[config.mk]
export PLATFORM = sky130hd
export DESIGN_NAME = xmodem_checksum_receiver
export DESIGN_NICKNAME = d
export VERILOG_FILES = /design/src/design/xcr_pkg.sv /design/src/design/xcr_datapath.sv /design/src/design/xcr_ctrl.sv /design/src/design/xmodem_checksum_receiver.sv
export SDC_FILE = /design/constraint.sdc
export NUM_CORES = 2
export LEC_CHECK = 0
export ABC_AREA = 1
export BUFFER_PORTS_ARGS = -buffer_cell sky130_fd_sc_hd__buf_2
export CORE_MARGIN = 3
export CORE_UTILIZATION = 32
export DETAILED_ROUTE_END_ITERATION = 16
export GPL_TIMING_DRIVEN = 0
export PLACE_DENSITY = 0.49
export SYNTH_ARGS = -nofsm -noshare
export SYNTH_HDL_FRONTEND = slang
export SYNTH_HIERARCHICAL = 1
export SYNTH_SLANG_ARGS = --single-unit
[constraint.sdc]
create_clock -name clk -period 2.8 [get_ports clk]
set_clock_uncertainty 0.1 [all_clocks]
set_input_delay 0.28 -clock clk [delete_from_list [all_inputs] [get_ports clk]]
set_output_delay 0.28 -clock clk [all_outputs]
set_load 0.05 [all_outputs]
[src/design/xcr_pkg.sv]
package xcr_pkg;

	localparam int PAYLOAD_BYTES = 128;

	localparam logic [7:0] B_SOH = 8'h01;
	localparam logic [7:0] B_EOT = 8'h04;
	localparam logic [7:0] B_ACK = 8'h06;
	localparam logic [7:0] B_NAK = 8'h15;
	localparam logic [7:0] B_CAN = 8'h18;

	localparam logic [1:0] K_TX = 2'd0;
	localparam logic [1:0] K_WR = 2'd1;
	localparam logic [1:0] K_ST = 2'd2;

	localparam logic [2:0] ST_DONE   = 3'd1;
	localparam logic [2:0] ST_CANCEL = 3'd2;
	localparam logic [2:0] ST_CSUM   = 3'd3;
	localparam logic [2:0] ST_SEQ    = 3'd4;

	// controller -> datapath
	typedef struct packed {
		logic       take_byte;
		logic       clear_burst;
		logic       bump_seq;
		logic       set_started;
		logic       clr_word;
		logic       next_word;
		logic       bump_offset;
	} dp_cmd_t;

	// datapath -> controller
	typedef struct packed {
		logic       burst_empty;
		logic       burst_full_next;
		logic       started;
		logic       first_soh;
		logic       first_eot;
		logic       first_can;
		logic       sum_ok;
		logic       seq_ok;
		logic       last_word;
	} dp_sts_t;

endpackage

[src/design/xcr_datapath.sv]
module xcr_datapath #(
	parameter int PAYLOAD_BYTES = xcr_pkg::PAYLOAD_BYTES
) (
	input  logic              clk,
	input  logic              arst_n,
	input  xcr_pkg::dp_cmd_t  cmd,
	input  logic [7:0]        rx_byte,
	input  logic [31:0]       base_address,
	output xcr_pkg::dp_sts_t  sts,
	output logic [31:0]       word_address,
	output logic [31:0]       word_data
);
	localparam int WORDS = PAYLOAD_BYTES / 4;
	localparam int WW = $clog2(WORDS);
	localparam int FULL = PAYLOAD_BYTES + 4;
	localparam int SUM_END = PAYLOAD_BYTES + 3;
	localparam int CW = $clog2(FULL + 1);

	logic [CW-1:0] count_q;
	logic [7:0]    first_q, pkt_q, sum_q, seq_q;
	logic          started_q;
	logic [31:0]   offset_q;
	logic [WW-1:0] word_q;
	logic [31:0]   mem [WORDS];
	logic [31:0]   rd_q;
	logic [31:0]   addr_q, data_q;
	logic [31:0]   addr_next;
	logic [CW-1:0] p;
	logic [WW-1:0] wsel;
	logic [7:0]    seq_next;

	assign p = count_q - CW'(3);
	assign wsel = p[WW+1:2];
	assign seq_next = seq_q + 8'd1;
	assign addr_next = base_address + offset_q + {{(30-WW){1'b0}}, word_q, 2'b00};

	always_ff @(posedge clk or negedge arst_n) begin
		if (!arst_n) begin
			count_q <= '0;
			first_q <= '0;
			pkt_q <= '0;
			sum_q <= '0;
			seq_q <= '0;
			started_q <= 1'b0;
			offset_q <= '0;
			word_q <= '0;
			addr_q <= '0;
			data_q <= '0;
		end else begin
			if (cmd.take_byte) begin
				if (count_q == CW'(0)) first_q <= rx_byte;
				if (count_q == CW'(1)) pkt_q <= rx_byte;
				if (count_q >= CW'(3) && count_q < CW'(SUM_END)) sum_q <= sum_q + rx_byte;
				count_q <= count_q + CW'(1);
			end
			if (cmd.clear_burst) begin
				count_q <= '0;
				sum_q <= '0;
			end
			if (cmd.bump_seq) seq_q <= seq_next;
			if (cmd.set_started) started_q <= 1'b1;
			if (cmd.clr_word) word_q <= '0;
			else if (cmd.next_word) word_q <= word_q + WW'(1);
			if (cmd.next_word) begin
				addr_q <= addr_next;
				data_q <= rd_q;
			end
			if (cmd.bump_offset) offset_q <= offset_q + 32'(PAYLOAD_BYTES);
		end
	end

	always_ff @(posedge clk) begin
		if (cmd.take_byte && count_q >= CW'(3) && count_q < CW'(SUM_END)) begin
			case (p[1:0])
				2'd0: mem[wsel][7:0] <= rx_byte;
				2'd1: mem[wsel][15:8] <= rx_byte;
				2'd2: mem[wsel][23:16] <= rx_byte;
				default: mem[wsel][31:24] <= rx_byte;
			endcase
		end
		rd_q <= mem[word_q];
	end

	assign word_data = data_q;
	assign word_address = addr_q;

	always_comb begin
		sts.burst_empty = (count_q == '0);
		sts.burst_full_next = (count_q == CW'(FULL - 1));
		sts.started = started_q;
		sts.first_soh = (first_q == xcr_pkg::B_SOH);
		sts.first_eot = (first_q == xcr_pkg::B_EOT);
		sts.first_can = (first_q == xcr_pkg::B_CAN);
		sts.sum_ok = (sum_q == rx_byte);
		sts.seq_ok = (seq_next == pkt_q);
		sts.last_word = (word_q == WW'(WORDS - 1));
	end
endmodule

[src/design/xcr_ctrl.sv]
module xcr_ctrl (
	input  logic              clk,
	input  logic              arst_n,
	input  logic              in_fire,
	input  logic              operation,
	input  logic              out_ready,
	input  xcr_pkg::dp_sts_t  sts,
	output xcr_pkg::dp_cmd_t  cmd,
	output logic              in_ready,
	output logic              out_valid,
	output logic [1:0]        out_kind,
	output logic [7:0]        out_tx,
	output logic [2:0]        out_status,
	output logic              out_last,
	output logic              out_word
);
	typedef enum logic [6:0] {
		S_IDLE = 7'b0000001,
		S_TX   = 7'b0000010,
		S_RD   = 7'b0000100,
		S_WR   = 7'b0001000,
		S_ST   = 7'b0010000,
		S_STOP = 7'b0100000,
		S_NEXT = 7'b1000000
	} state_t;

	state_t      state_q, after_q;
	logic [7:0]  tx_q [3];
	logic [1:0]  ntx_q, itx_q;
	logic [2:0]  st_q;
	logic        ovalid_q, olast_q;
	logic [1:0]  okind_q;
	logic [7:0]  otx_q;
	logic [2:0]  ost_q;
	logic        free;
	logic        load;
	logic        bad_pkt;

	assign free = !ovalid_q || out_ready;
	assign load = free && (state_q == S_TX || state_q == S_NEXT || state_q == S_WR ||
		state_q == S_ST);
	assign bad_pkt = sts.first_soh && (!sts.sum_ok || !sts.seq_ok);
	// after a stop, transfers are taken and dropped
	assign in_ready = (state_q == S_IDLE) || (state_q == S_STOP);
	assign out_valid = ovalid_q;
	assign out_kind = okind_q;
	assign out_tx = otx_q;
	assign out_status = ost_q;
	assign out_last = olast_q;
	assign out_word = (okind_q == xcr_pkg::K_WR);

	always_comb begin
		cmd = '0;
		if (state_q == S_IDLE && in_fire) begin
			cmd.take_byte = !operation;
			cmd.clear_burst = operation || sts.burst_full_next;
			cmd.set_started = !operation && sts.burst_full_next;
			cmd.bump_seq = !operation && sts.burst_full_next && sts.first_soh && sts.sum_ok;
			cmd.clr_word = 1'b1;
		end
		if (state_q == S_RD) cmd.next_word = 1'b0;
		if (state_q == S_WR && free) begin
			cmd.next_word = 1'b1;
			cmd.bump_offset = sts.last_word;
		end
	end

	always_ff @(posedge clk or negedge arst_n) begin
		if (!arst_n) begin
			state_q <= S_IDLE;
			after_q <= S_IDLE;
			ntx_q <= '0;
			itx_q <= '0;
			st_q <= '0;
			ovalid_q <= 1'b0;
			olast_q <= 1'b0;
			okind_q <= '0;
			otx_q <= '0;
			ost_q <= '0;
			tx_q[0] <= '0;
			tx_q[1] <= '0;
			tx_q[2] <= '0;
		end else begin
			if (load) ovalid_q <= 1'b1;
			else if (out_ready) ovalid_q <= 1'b0;
			case (state_q)
				S_IDLE: if (in_fire) begin
					itx_q <= '0;
					if (operation) begin
						state_q <= S_TX;
						if (sts.burst_empty) begin
							st_q <= '0;
							after_q <= S_IDLE;
							if (sts.started) begin
								tx_q[0] <= xcr_pkg::B_ACK;
								tx_q[1] <= xcr_pkg::B_ACK;
								ntx_q <= 2'd2;
							end else begin
								tx_q[0] <= xcr_pkg::B_NAK;
								ntx_q <= 2'd1;
							end
						end else begin
							tx_q[0] <= xcr_pkg::B_ACK;
							ntx_q <= 2'd1;
							if (sts.first_eot) begin
								st_q <= xcr_pkg::ST_DONE;
								after_q <= S_ST;
							end else if (sts.first_can) begin
								st_q <= xcr_pkg::ST_CANCEL;
								after_q <= S_ST;
							end else begin
								st_q <= '0;
								after_q <= S_IDLE;
							end
						end
					end else if (sts.burst_full_next) begin
						state_q <= S_TX;
						tx_q[0] <= xcr_pkg::B_ACK;
						tx_q[2] <= xcr_pkg::B_ACK;
						if (bad_pkt) begin
							tx_q[1] <= sts.started ? xcr_pkg::B_CAN : xcr_pkg::B_ACK;
							ntx_q <= sts.started ? 2'd2 : 2'd3;
							st_q <= sts.sum_ok ? xcr_pkg::ST_SEQ : xcr_pkg::ST_CSUM;
							after_q <= sts.started ? S_ST : S_NEXT;
						end else begin
							tx_q[1] <= xcr_pkg::B_ACK;
							ntx_q <= sts.started ? 2'd1 : 2'd3;
							st_q <= '0;
							after_q <= sts.first_soh ? S_RD : S_IDLE;
						end
					end
				end
				S_TX: if (free) begin
					okind_q <= xcr_pkg::K_TX;
					otx_q <= tx_q[itx_q];
					ost_q <= '0;
					itx_q <= itx_q + 2'd1;
					olast_q <= (itx_q + 2'd1 == ntx_q) && (after_q == S_IDLE);
					if (itx_q + 2'd1 == ntx_q) state_q <= after_q;
				end
				S_NEXT: if (free) begin
					okind_q <= xcr_pkg::K_TX;
					otx_q <= xcr_pkg::B_CAN;
					ost_q <= '0;
					olast_q <= 1'b0;
					state_q <= S_ST;
				end
				S_RD: state_q <= S_WR;
				S_WR: if (free) begin
					okind_q <= xcr_pkg::K_WR;
					otx_q <= '0;
					ost_q <= '0;
					olast_q <= sts.last_word;
					state_q <= sts.last_word ? S_IDLE : S_RD;
				end
				S_ST: if (free) begin
					okind_q <= xcr_pkg::K_ST;
					otx_q <= '0;
					ost_q <= st_q;
					olast_q <= 1'b1;
					state_q <= S_STOP;
				end
				S_STOP: state_q <= S_STOP;
				default: state_q <= S_IDLE;
			endcase
		end
	end
endmodule

[src/design/xmodem_checksum_receiver.sv]
// The first result is registered after the input transfer moves the controller to S_TX;
// then one result per cycle while m_tready accepts, with each word write taking a memory
// read (S_RD) then the output register (S_WR). Throughput: one input per cycle for plain
// bytes; an end-of-burst input holds off further input until the controller is back in S_IDLE or S_STOP.
// Reset (arst_n low, asynchronous) clears all control and burst state.
module xmodem_checksum_receiver #(
	parameter int PAYLOAD_BYTES = xcr_pkg::PAYLOAD_BYTES
) (
	input  logic        clk,
	input  logic        arst_n,
	input  logic        s_tvalid,
	output logic        s_tready,
	input  logic [7:0]  s_tdata,   // rx_byte
	input  logic        s_tuser,   // operation
	output logic        m_tvalid,
	input  logic        m_tready,
	output logic [79:0] m_tdata,   // tx_byte[7:0], write_address[39:8], write_data[71:40], status[74:72]
	output logic [1:0]  m_tuser,   // kind
	output logic        m_tlast,
	input  logic        cfg_valid,
	output logic        cfg_ready,
	input  logic [31:0] cfg_data
);
	xcr_pkg::dp_cmd_t cmd;
	xcr_pkg::dp_sts_t sts;
	logic [31:0] base_q, waddr, wdata;
	logic [7:0]  tx;
	logic [2:0]  st;
	logic        word;

	assign cfg_ready = 1'b1;

	always_ff @(posedge clk or negedge arst_n) begin
		if (!arst_n) base_q <= '0;
		else if (cfg_valid) base_q <= cfg_data;
	end

	xcr_datapath #(.PAYLOAD_BYTES(PAYLOAD_BYTES)) u_dp (
		.clk(clk), .arst_n(arst_n), .cmd(cmd), .rx_byte(s_tdata),
		.base_address(base_q), .sts(sts), .word_address(waddr), .word_data(wdata)
	);

	xcr_ctrl u_ctrl (
		.clk(clk), .arst_n(arst_n), .in_fire(s_tvalid && s_tready),
		.operation(s_tuser), .out_ready(m_tready), .sts(sts), .cmd(cmd),
		.in_ready(s_tready), .out_valid(m_tvalid), .out_kind(m_tuser),
		.out_tx(tx), .out_status(st), .out_last(m_tlast), .out_word(word)
	);

	assign m_tdata = {5'd0, st, word ? wdata : 32'd0, word ? waddr : 32'd0, tx};
endmodule

Word-level counts from Yosys, hierarchy flattened
Memories as Yosys holds them, arrays and structs flattened. A register that Yosys moved wholly into a read port is not among the register bits.
Index checks and enable logic that the tools add are counted.
{"block": "totals", "register_bits": 227, "latch_bits": 0, "ram_bits": 1024, "romBits": 0, "in_bits": 46, "elab_cells": 209, "n_memories": 1}
{"block": "classes", "addsub": 9, "mul": 0, "n_div": 0, "n_lt_le_gt_ge": 3, "n_eq_ne": 32, "shifts": 0, "mux": 87, "bitwise": 2, "n_reduce_logical": 51}
{"memory": "u_dp.mem", "depth": 32, "width": 32, "read_ports": 1, "rd_ports_with_merged_regs": 1, "wr": 1, "line": "xcr_datapath.sv:24", "rtl": "logic [31:0] mem [WORDS];"}
{"operator": "8-bit 2-to-1 mux", "count": 13}
{"operator": "7-bit 2-to-1 mux", "count": 14}
{"operator": "32-bit 2-to-1 mux", "count": 2}
{"operator": "7-bit one-hot mux with 7 select lines", "count": 1}
{"operator": "5-bit 2-to-1 mux", "count": 7}
{"operator": "32-bit adder", "count": 1}
{"operator": "32-bit by 7-bit adder with 32-bit output", "count": 1}
{"operator": "32-bit by 8-bit adder with 32-bit output (second input constant)", "count": 1}
{"operator": "3-bit 2-to-1 mux", "count": 10}
{"operator": "2-bit 2-to-1 mux", "count": 13}
{"operator": "24-bit 2-to-1 mux", "count": 1}
{"operator": "8-bit one-hot mux with 3 select lines", "count": 1}
{"operator": "2-bit by 1-bit != test with 1-bit output (second input constant)", "count": 10}
{"operator": "1-bit 2-to-1 mux", "count": 19}
{"operator": "8-bit by 1-bit adder with 8-bit output (second input constant)", "count": 2}
{"operator": "8-bit binary-select mux with 2-bit select", "count": 1}
{"operator": "8-bit by 1-bit == test with 1-bit output (second input constant)", "count": 2}
{"operator": "8-bit == test", "count": 2}
{"operator": "16-bit 2-to-1 mux", "count": 1}
{"operator": "7-bit by 1-bit == test with 1-bit output (second input constant)", "count": 2}
{"operator": "2-bit nonzero test", "count": 7}
{"operator": "1-bit logical AND", "count": 12}
{"operator": "4-bit AND reduction", "count": 3}
{"operator": "5-bit AND reduction", "count": 2}
{"operator": "39 further kinds", "count": 56}

Depth between registers and ports, before layout
{"block": "depth", "ltp_word": 9, "depth_mapped": 17, "mapped_depth_nobuf": 17}

Hierarchy
Netlist, hierarchy kept.
{"mod": "xcr_datapath", "instances": 1, "cells_per_inst": 4366, "area_each_um2": 49730.2, "seq_area_each_um2": 34768.3}
{"mod": "xcr_ctrl", "instances": 1, "cells_per_inst": 260, "area_each_um2": 2035.7, "seq_area_each_um2": 928.4}
{"mod": "xmodem_checksum_receiver", "instances": 1, "cells_per_inst": 281, "area_each_um2": 1908.1, "seq_area_each_um2": 800.8}

Least setup slack after synthesis
Ideal clock, no wire load.
{"block": "synth_timing", "path_kind": "register to register", "from": "register u_ctrl.state_q[6]", "to": "memory u_dp.mem[0][16], enable pin", "setup_time_ns": 0.370, "t_arrival_ns": 2.557, "setup_slack_ns": -0.227, "stages_incl_launch_ff": 17, "period_less_slack_ns": 3.027, "path_cell_list": "dfrtp_1 nor2_2 nand2_2 inv_1 nand2_1 nand2_1 nand2_1 inv_1 nand2_2 nor2_4 inv_2 a21oi_1 o21ai_1 inv_2 nand2_1 buf_2 nor2_1"}
{"item": "start, declared", "line": "xcr_ctrl.sv:27", "rtl": "state_t state_q, after_q;"}
{"item": "start signal, assigned", "line": "xcr_ctrl.sv:139", "rtl": "if (itx_q + 2'd1 == ntx_q) state_q <= after_q;"}
{"item": "start signal, assigned", "line": "xcr_ctrl.sv:154", "rtl": "state_q <= sts.last_word ? S_IDLE : S_RD;"}
{"item": "end, declared", "line": "xcr_datapath.sv:24"}

==> flow_metrics.py <==
metrics = {
    "status": {
        "status": "complete, but fails checks",
        "violations": "negative setup slack",
    },
    "setup_path": {
        "cp_max_fo": 10,
        "cp_num_cells": 9,
        "critPathKind": "reg -> reg",
        "r2r_cells": 9,
        "cp.required_ns": 3.42,
        "end_kind": "flip-flop",
        "worstPathCellList": "buf_8 -> buf_6 -> clkbuf_8 -> o21ai_0 -> o211ai_1 -> nand3_2 -> nand4_1 -> nand2_1 -> inv_1",
        "worstPathArrival_ns": 3.63,
        "timing.rr.start": "u_dp/word_q[1]",
        "path_delay_family": "simple AND/OR/NAND/NOR gates",
        "crit_buf_inv": 4,
        "cpMaxStageDelayCell": "o211ai_1",
        "r2r_end": "u_dp/rd_q[23]",
        "r2r_setup_slack_ns": -0.21,
        "slowest_delay_ns": 0.62,
        "startpoint_type": "flip-flop",
    },
    "clock_network": {
        "cts_root_buf": "clkbuf_16",
        "path_clk_slew_ns": 0.05,
        "clk-insertion-delay-late_ns": 0.80,
        "cts_buffers": 140,
        "htreeDepth": 4,
        "clock-sinks": 1260,
        "clock_path_buffers": 3,
        "cts_tree": "done",
    },
    "timing": {
        "min_period_ns": 3.01,
        "hold_ws_ns": 0.0277,
        "setup_ws_ns": -0.213,
        "relSlewSlack": 0.383,
        "slew_violations": 0,
        "max_freq_ghz": 0.332,
        "hold_violations": 0,
        "worstMarginPinSlew_ns": 0.926,
        "rsz0062_at_grt": "yes",
        "setup_viol": 158,
        "timing.final.crit_share": 1.08,
    },
    "cells_and_area": {
        "final_nets": 5634,
        "fin_util": 0.415,
        "drive_gt1_frac": 0.193,
        "postLayoutCellArea_um2": 68800,
        "syn2layout_area_growth_pct": 28.2,
        "ff_latch_area_um2": 36500,
        "multiInputGateArea_um2": 16200,
        "fillers": 15521,
        "fin_cells": 7851,
    },
    "synthesis": {
        "yosys.area.top_type_share": 0.573,
        "yosysTopAreaCell": "edfxtp_1",
        "synth_ff_type": "edfxtp_1",
        "synth_enable_flop_cells": 1024,
        "syn_avg_cell_area_um2": 10.9,
        "syn_inst": 4907,
        "async_reset_ff_frac": 0.162,
        "synth_commonest_cells": "edfxtp_1, nand2_1, nor2_1, o21ai_0, inv_1",
        "synth.most_common_cell": "edfxtp_1",
        "synth_warnings": 6,
        "synthesis.area_um2": 53700,
        "synth_seq_area_share": 0.680,
        "synth.distinct_cells": 62,
        "synth_seq_cells": 1260,
        "synth.area.top_cells": "edfxtp_1, dfrtp_1, nand2_1, nor2_1, o21ai_0",
    },
    "detailed_routing": {
        "drc": 0,
        "via_per_inst": 5.22,
        "drt-initial-drc-count": 4970,
        "via_count": 41009,
        "dr.pass1.iters": 6,
        "post_drt_wl_per_cell_um": 26.2,
        "drt-total-wl_um": 206000,
        "ant_nets": 0,
    },
    "global_route": {
        "antenna_found_initial": 7,
        "grt_pass1_vias": 39602,
        "grt_pass1_wl_um": 290000,
        "grt_usage": 0.233,
        "grt_max_degree": 111,
        "grt_overflow": 0,
    },
    "placed_design": {
        "hpwl_um": 140000,
        "dp_cells": 7232,
        "place.gp.congestion": 0.988,
        "placedInstanceArea_um2": 57400,
        "io_buffers": 123,
    },
    "floorplanning": {
        "ios": 132,
        "start_util": 0.324,
        "dieArea_um2": 173000,
        "coreArea_um2": 166000,
        "die_x_um": 416,
        "row_count": 149,
        "die_y_um": 416,
    },
    "power_and_ir_drop": {
        "p_per_area_nw_per_um2": 683,
        "ir_drop_uv": 728,
        "power.leakage_nw": 26.4,
        "finalPower_mw": 47.0,
    },
    "run": {
        "drv_cap": 0,
    },
    "worst_hold_path": {
        "min_path_type": "in -> async",
    },
}
-- how the worst max path moves through the flow --
| stage | end | from | slack, ns |
|---|---|---|---|
| 2_1_floorplan | u_dp/mem[10][16] | u_ctrl/state_q[6] | -0.09 |
| 3_3_place_gp | u_dp/word_data[2] | arst_n | -2.41 |
| 3_5_place_dp | u_dp/rd_q[30] | u_dp/word_q[0] | -1.76 |
| 4_1_cts | u_dp/rd_q[3] | u_dp/word_q[1] | -0.1 |
| 5_1_grt | u_dp/mem[29][25] | u_ctrl/state_q[1] | -0.20 |
| 6_report | u_dp/rd_q[23] | u_dp/word_q[1] | -0.21 |
-- state kept, by name (all words and copies together) (netlist names), 3 cells and up --
register	flops
base_q	32
u_ctrl/after_q	4
u_ctrl/out_status	3
u_ctrl/out_tx	6
u_ctrl/st_q	3
u_ctrl/state_q	7
u_ctrl/tx_q	6
u_dp/count_q	8
u_dp/first_q	8
u_dp/mem	1024
u_dp/offset_q	25
u_dp/pkt_q	8
u_dp/rd_q	32
u_dp/seq_q	8
u_dp/sum_q	8
u_dp/word_address	32
u_dp/word_data	32
u_dp/word_q	5
-- cells by family (layout without fill, tap and decap cells) --
kind of cell	count (synthesis)	in the layout	synth area share
DFF	1260	1260	0.680
AOI/OAI and AO/OA	951	951	0.0985
xor gates and xnor gates	52	52	0.00918
muxes	1	1	0.000210
and+or+nand+nor	2030	2030	0.156
adders and majority gates	47	47	0.0112
buffers and inverters	564	1311	0.0447
other	2	10	0.000140
-- timing repair --
item,4_1_cts,5_1_grt
pin swaps,171,35
setup buffers,207,22
endpoints found under the setup margin,1123,1101
hold buffers,118,0
resized for setup,505,120
cloned,10,1
endpoints found under the hold margin,602,0
-- layout by cell type, fill, tap and decap left out, types with 109 or more instances in the layout --
cell	count
o211ai_1	124
buf_4	119
clkbuf_16	146
nand2_1	870
buf_12	145
edfxtp_1	1024
dlygate4sd3_1	109
buf_2	148
inv_1	275
o22ai_1	125
o21ai_1	228
nand3_1	121
nor2_4	148
dfrtp_1	200
o21ai_0	370
nor2_1	684
-- where the power goes --
part / total, mW / internal [mW] / leakage, nW / switching [mW]
registers: 21.4 / 20.9 / 12.1 / 0.460
logic: 7.80 / 2.55 / 12.1 / 5.25
clock network: 17.8 / 9.96 / 2.15 / 7.87
-- stage by stage --
stage                     worst slack [ns]  TNS [ns]
after detailed placement             -1.76  -1154.67
final                               -0.213     -5.90
after floorplan                    -0.0862    -62.08
after CTS                          -0.0970     -5.01
after global placement               -2.41  -1915.18
after global routing                -0.198    -70.45
-- area by class of cell --
type,instances,share of cell area
Inverter,299,0.0169
Multi-Input combinational cell,3087,0.235
Buffer,263,0.0283
Timing Repair Buffer,490,0.0854
Clock buffer,172,0.0531
Antenna cell,4,0.000145
Clock inverter,87,0.0110
Sequential cell,1260,0.530
Tap cell,2189,0.0398
-- per-layer routing --
metal | wire, um | vias up | track usage
met1 | 84600 | 20315 | 0.311
met3 | 17500 | 459 | 0.0476
li1 | - | 18286 | -
met2 | 90800 | 1943 | 0.356
met4 | 12800 | 6 | 0.130
met5 | 41 | - | 0.000278
Power figures use the tool's default switching activity.
